$ cat config.mk
export PLATFORM = sky130hd
export DESIGN_NAME = dbq_ctrl
export DESIGN_NICKNAME = d
export VERILOG_FILES = /design/src/dbq_pkg.sv /design/src/dbq_ctrl.sv
export SDC_FILE = /design/constraint.sdc
export NUM_CORES = 1
export LEC_CHECK = 0
export BUFFER_PORTS_ARGS = -buffer_cell sky130_fd_sc_hd__buf_2
export CAP_MARGIN = 10
export CORE_AREA = 4 4 41 43
export DETAILED_ROUTE_END_ITERATION = 10
export DIE_AREA = 0 0 45 47
export PLACE_DENSITY = 0.53
export SYNTH_ARGS = -nofsm -noshare
export SYNTH_HDL_FRONTEND = slang
export SYNTH_SLANG_ARGS = --single-unit
$ cat constraint.sdc
create_clock -name clk -period 3.1 [get_ports clk]
set_clock_uncertainty 0.1 [all_clocks]
set_input_delay 0.31 -clock clk [delete_from_list [all_inputs] [get_ports clk]]
set_output_delay 0.31 -clock clk [all_outputs]
set_load 0.01 [all_outputs]
$ cat src/dbq_pkg.sv
// shared constants, command and status types for the depth box blur quantizer
package dbq_pkg;

    // default sizes
    localparam int MAX_WIDTH_DEF   = 2048;
    localparam int KERNEL_SIZE_DEF = 7;
    localparam int FRAC_BITS_DEF   = 8;

    // fixed field widths
    localparam int DEPTH_W   = 24;
    localparam int OUT_W     = 17;
    localparam int DIM_REG_W = 12;
    localparam int CFG_IDX_W = 2;

    localparam int MAX_HEIGHT = 2048;
    localparam int STEP_HI    = 10;
    localparam int OUT_MAX    = 131071;

    localparam logic [DIM_REG_W-1:0] WIDTH_RESET  = 12'd640;
    localparam logic [DIM_REG_W-1:0] HEIGHT_RESET = 12'd480;

    // register indexes
    localparam logic [CFG_IDX_W-1:0] REG_FRAME_WIDTH  = 2'd0;
    localparam logic [CFG_IDX_W-1:0] REG_FRAME_HEIGHT = 2'd1;

    // op codes
    localparam logic OP_SAMPLE = 1'b0;
    localparam logic OP_FLUSH  = 1'b1;

    typedef struct packed {
        logic take;       // accept an input beat
        logic tap_start;  // clear sum and tap counters
        logic tap_run;    // read one window tap
        logic m_step;     // advance step search
        logic div_load;   // load divider
        logic div_run;    // one divider bit
        logic mul;        // form final result
        logic emit;       // push result to output register
    } dbq_cmd_t;

    typedef struct packed {
        logic emit_pending;
        logic tap_last;
        logic m_done;
        logic div_last;
        logic out_free;
    } dbq_status_t;

endpackage

$ cat src/dbq_ctrl.sv
// sequencing state machine for the depth box blur quantizer
module dbq_ctrl (
    input  logic                 clk,
    input  logic                 rst_n,
    input  logic                 in_valid,
    output logic                 in_stall,
    input  dbq_pkg::dbq_status_t status,
    output dbq_pkg::dbq_cmd_t    cmd
);
    import dbq_pkg::*;

    typedef enum logic [3:0] {
        ST_IDLE,
        ST_CHECK,
        ST_READ,
        ST_DRAIN,
        ST_STEP,
        ST_UNIT,
        ST_DIV,
        ST_MUL,
        ST_LOAD
    } state_t;

    state_t state_reg;
    state_t state_next;
    logic   in_stall_reg;

    always_comb
    begin
        cmd        = '0;
        state_next = state_reg;
        case (state_reg)
            ST_IDLE:
            begin
                if (in_valid && !in_stall_reg)
                begin
                    cmd.take   = 1'b1;
                    state_next = ST_CHECK;
                end
            end
            ST_CHECK:
            begin
                cmd.tap_start = 1'b1;
                state_next    = status.emit_pending ? ST_READ : ST_IDLE;
            end
            ST_READ:
            begin
                cmd.tap_run = 1'b1;
                if (status.tap_last)
                begin
                    state_next = ST_DRAIN;
                end
            end
            ST_DRAIN:
            begin
                state_next = ST_STEP;
            end
            ST_STEP:
            begin
                cmd.m_step = 1'b1;
                if (status.m_done)
                begin
                    state_next = ST_UNIT;
                end
            end
            ST_UNIT:
            begin
                cmd.div_load = 1'b1;
                state_next   = ST_DIV;
            end
            ST_DIV:
            begin
                cmd.div_run = 1'b1;
                if (status.div_last)
                begin
                    state_next = ST_MUL;
                end
            end
            ST_MUL:
            begin
                cmd.mul    = 1'b1;
                state_next = ST_LOAD;
            end
            ST_LOAD:
            begin
                if (status.out_free)
                begin
                    cmd.emit   = 1'b1;
                    state_next = ST_IDLE;
                end
            end
            default:
            begin
                state_next = ST_IDLE;
            end
        endcase
    end

    always_ff @(posedge clk or negedge rst_n)
    begin
        if (!rst_n)
        begin
            state_reg    <= ST_IDLE;
            in_stall_reg <= 1'b0;
        end
        else
        begin
            state_reg    <= state_next;
            in_stall_reg <= (state_next != ST_IDLE);
        end
    end

    assign in_stall = in_stall_reg;

endmodule

Yosys cells after proc, flatten, opt, wreduce, memory -nomap -nowiden
Cells that the tools add are included.
{ "word_totals": {"regBits": 5, "latch_bits": 0, "ramBits": 0, "romBits": 0, "input_bits": 8, "out_inout_bits": 9, "elab_cells": 31, "mem_count": 0} }
{ "op_classes": {"n_addsub": 0, "mul": 0, "n_div": 0, "magnitude_cmp": 0, "eq_ne": 8, "n_shift": 0, "mux": 17, "n_bitwise": 0, "reduce_logical": 4} }
{ "op_table": {"columns": ["operator", "n"], "rows": [
  ["4-bit one-hot mux with 9 select lines", 1],
  ["4-bit 2-to-1 mux", 5],
  ["4-bit by 3-bit == test with 1-bit output (second input constant)", 4],
  ["1-bit 2-to-1 mux", 10],
  ["4-bit by 2-bit == test with 1-bit output (second input constant)", 2],
  ["4-bit by 1-bit == test with 1-bit output (second input constant)", 1],
  ["4-bit == test (second input constant)", 1],
  ["4-bit zero test", 1],
  ["4-bit nonzero test", 1],
  ["2-bit 2-to-1 mux", 1],
  ["1-bit logical AND", 1],
  ["1-bit zero test", 1]
]} }

Depth between registers and ports, before layout
{ "depth": {"depth_word": 5, "depth_mapped": 4, "depth_no_buf": 3} }

Least setup slack after synthesis
No wires, ideal clock.
{ "synth_path": {"path_type": "register to output", "from": "register state_reg[3]", "to": "output port cmd[4] (netlist name)", "arrival_ps": 1030, "t_required_ps": 2690, "path_slack_ps": 1660, "stages_incl_launch_ff": 4, "n_path_buf": 1, "path_cell_list": "dfrtp_1 buf_2 or2b_1 nor3_1"} }
{ "synth_rtl": {"columns": ["element", "line_no", "rtl"], "rows": [
  ["start, declared", "dbq_ctrl.sv:24", "state_t state_reg;"],
  ["start signal, assigned", "dbq_ctrl.sv:108", "state_reg <= state_next;"],
  ["end, declared", "dbq_ctrl.sv:8", "output dbq_pkg::dbq_cmd_t cmd"]
]} }

==> insert_results.sql <==
INSERT INTO impl_metrics (metric_group, metric, value, unit) VALUES
('synth', 'synth_async_sr_flop_share', '100', '%'),
('synth', 'synth_warnings', '0', ''),
('timing', 'rsz0062_at_grt', 'no', ''),
('worst_setup_path', 'crit_fanout', '10', ''),
('global_routing', 'gr-total-overflow', '0', ''),
('global_routing', 'number_of_antenna_violations_at_the_first_check_in_global_routing', '0', ''),
('floorplanning', 'core_area', '1300', 'um^2'),
('timing', 'worst_slew_margin_rel', '76.8', '%'),
('synth', 'ys_top_cells_by_count', 'dfrtp_1 (5), nor2_1 (4), nor3_1 (3)', ''),
('synth', 'synth_area_leader_cell', 'dfrtp_1', ''),
('drt', 'routed_wirelength', '897', 'um'),
('cts', 'clk-insertion-delay-late', '240', 'ps'),
('floorplanning', 'design.portCount', '17', ''),
('cts', 'cts_sinks', '5', ''),
('power_and_ir_drop', 'power_per_cell_area', '880', 'nW/um^2'),
('timing', 'setup_violations', '0', ''),
('cts', 'tritoncts', 'yes', ''),
('synth', 'yosys_register_bits', '5', ''),
('layout', 'register_area', '125', 'um^2'),
('layout', 'multi_input_area', '206', 'um^2'),
('timing', 'worst-slew-pin-transition', '347', 'ps'),
('global_routing', 'first_global_vias', '328', ''),
('synth', 'postSynthAreaPerCell', '9.34', 'um^2'),
('worst_setup_path', 'critPathCaptureType', 'primary output', ''),
('layout', 'layout.cells.non_filler', '71', ''),
('place', 'place_ws', '1540', 'ps'),
('place', 'post_dp_cell_area', '434', 'um^2'),
('global_routing', 'track_usage', '10.4', '%'),
('cts', 'cts_made_buffers', '3', ''),
('synth', 'synth_flop_cell', 'dfrtp_1', ''),
('cts', 'cts.path.max_buffers', '2', ''),
('synth', 'synth_cell_types', '27', ''),
('cts', 'root_buffer_selected_by_cts', 'clkbuf_4', ''),
('layout', 'area_growth', '29.2', '%'),
('floorplanning', 'chipWidth', '45', 'um'),
('worst_setup_path', 'crit_path_start_kind', 'register', ''),
('synth', 'syn-num-nets', '47', ''),
('place', 'gp_congestion', '0.697', ''),
('drt', 'drt_iter0_drc', '2', ''),
('timing', 'clock.fmax', '552', 'MHz'),
('floorplanning', 'die_h', '47', 'um'),
('job', 'max-cap-violations', '0', ''),
('synth', 'yosysMostFrequentCell', 'dfrtp_1', ''),
('layout', 'largest_register_ffs', '4', ''),
('synth', 'synth.area.top_cells', 'dfrtp_1 (34%), a32oi_2 (4.5%), and4bb_4 (4.5%)', ''),
('power_and_ir_drop', 'reported_leakage_power', '0.236', 'nW'),
('timing', 'finalHoldViolations', '0', ''),
('layout', 'finalNetCount', '65', ''),
('drt', 'drt-pass1-iter-count', '2', ''),
('cts', 'cts.htree.levels', '1', ''),
('synth', 'fraction_of_the_yosys_area_taken_by_sequential_cells', '34.4', '%'),
('timing', 'tns_setup', '0', 'ps'),
('drt', 'antenna_violating_nets_post_route', '0', ''),
('worst_setup_path', 'timing.critical_path.arrival', '1400', 'ps'),
('layout', 'antenna_cells', '0', ''),
('synth', 'synth_edf_count', '0', ''),
('layout', 'finalInstanceArea', '470', 'um^2'),
('layout', 'final.fill_count', '149', ''),
('timing', 'final_period_minus_worst_setup_slack', '1810', 'ps'),
('worst_setup_path', 'timing.critical_path.required', '2690', 'ps'),
('place', 'hpwl', '666', 'um'),
('drt', 'avgRoutedWirePerCell', '12.6', 'um'),
('drt', 'avgViaCountPerCell', '4.85', ''),
('floorplanning', 'design.die.area', '2120', 'um^2'),
('global_routing', 'grt_pass1_wl', '1.45', 'mm'),
('timing', 'timing.final.ws_setup', '1290', 'ps'),
('status', 'run_status', 'completed', ''),
('timing', 'slew_viol_final', '0', ''),
('drt', 'drt_drc_violations_left', '0', ''),
('worst_setup_path', 'worst-setup-path-type', 'reg2out', ''),
('synth', 'synthCells', '39', ''),
('global_routing', 'grt_start_max_net_pins', '12', ''),
('cts', 'post-cts-setup-buffer-count', '0', ''),
('cts', 'clk_pin_slew', '40', 'ps'),
('layout', 'post_route_cells_drive_above_1_share', '41.1', '%'),
('place', 'portBuffers', '16', ''),
('drt', 'vias', '344', ''),
('timing', 'layout_worst_path_cycle_share', '58.5', '%'),
('floorplanning', 'initial_util', '28.0', '%'),
('place', 'dp_cells', '66', ''),
('power_and_ir_drop', 'ir_drop', '0.354', 'mV'),
('synth', 'synth_top_area_share', '34.4', '%'),
('synth', 'post_synth_instance_area', '364', 'um^2'),
('hold_path', 'hold_class', 'in2reg', ''),
('floorplanning', 'core.rowCount', '13', '');
## per-layer routing
| metal | vias up | track usage (%) | share of wire, % | routed length (um) |
|---|---|---|---|---|
| li1 | 175 | - | - | - |
| met1 | 154 | 11.5 | 45 | 406 |
| met2 | 13 | 14.7 | 45 | 405 |
| met3 | 2 | 5.36 | 8.0 | 72 |
| met4 | 0 | 8.77 | 1.3 | 12 |
| met5 | - | 0 | 0 | 0 |
## what timing repair did
action | CTS | global route
hold buffers | 1 | 0
hold endpoints to repair | 5 | 0
resized for setup | 0 | 0
## final cells by class
cell class                      count  area share, %
Clock buffer                        4           5.59
Timing Repair Buffer               17           19.1
Sequential cell                     5           26.6
Multi-Input combinational cell     29           43.9
Inverter                            1          0.798
Tap cell                           15           3.99
## layout by cell type, fill, tap and decap left out, drive strengths merged, types with 2 or more instances in the layout
| cell | count |
|---|---|
| buf | 16 |
| dfrtp | 5 |
| nor2 | 5 |
| clkbuf | 4 |
| nor3 | 3 |
| nand2b | 2 |
| nand2 | 2 |
## worst paths after layout
path / from / endpoint / slack [ps] / cells past startpoint
worst max-delay path: state_reg[1] / cmd[0] / 1290 / 3
worst min-delay path: status[1] / state_reg[0] / 220 / 3
worst max register to register: state_reg[3] / in_stall / 1750 / 3
worst min register to register: state_reg[3] / state_reg[1] / 530 / 1
max in group asynchronous: rst_n / state_reg[0] / 2460 / 2
min in group asynchronous: rst_n / state_reg[1] / 310 / 2
## report_power, final
| part | internal, mW | switching (mW) | leakage, nW |
|---|---|---|---|
| logic | 0.0956 | 0.0925 | 0.159 |
| registers | 0.0915 | 0.0585 | 0.0619 |
| clock network | 0.0487 | 0.0271 | 0.0150 |
## through the flow
stage	hold WS [ps]	utilization (%)	total power [mW]
6_report	216	36.2	0.414
5_1_grt	206	36.2	0.452
4_1_cts	206	36.2	0.423
3_5_place_dp	30.4	33.4	0.338
3_3_place_gp	32.7	33.4	0.336
2_1_floorplan	-85.6	-	0.300
## worst max-delay path, cell delays in order, from the launching register on
cell     delay, ps
dfrtp_1        480
nor4b_2        390
and2_1         170
buf_2          120
## kinds of logic after synthesis
group | Yosys count | synth area share (%)
and+or+nand+nor | 19 | 33.3
AOI/OAI and AO/OA | 9 | 21.0
DFF | 5 | 34.4
buffers and inverters | 5 | 8.93
xor gates and xnor gates | 1 | 2.41
No activity file was read; power rests on OpenSTA's default activity.
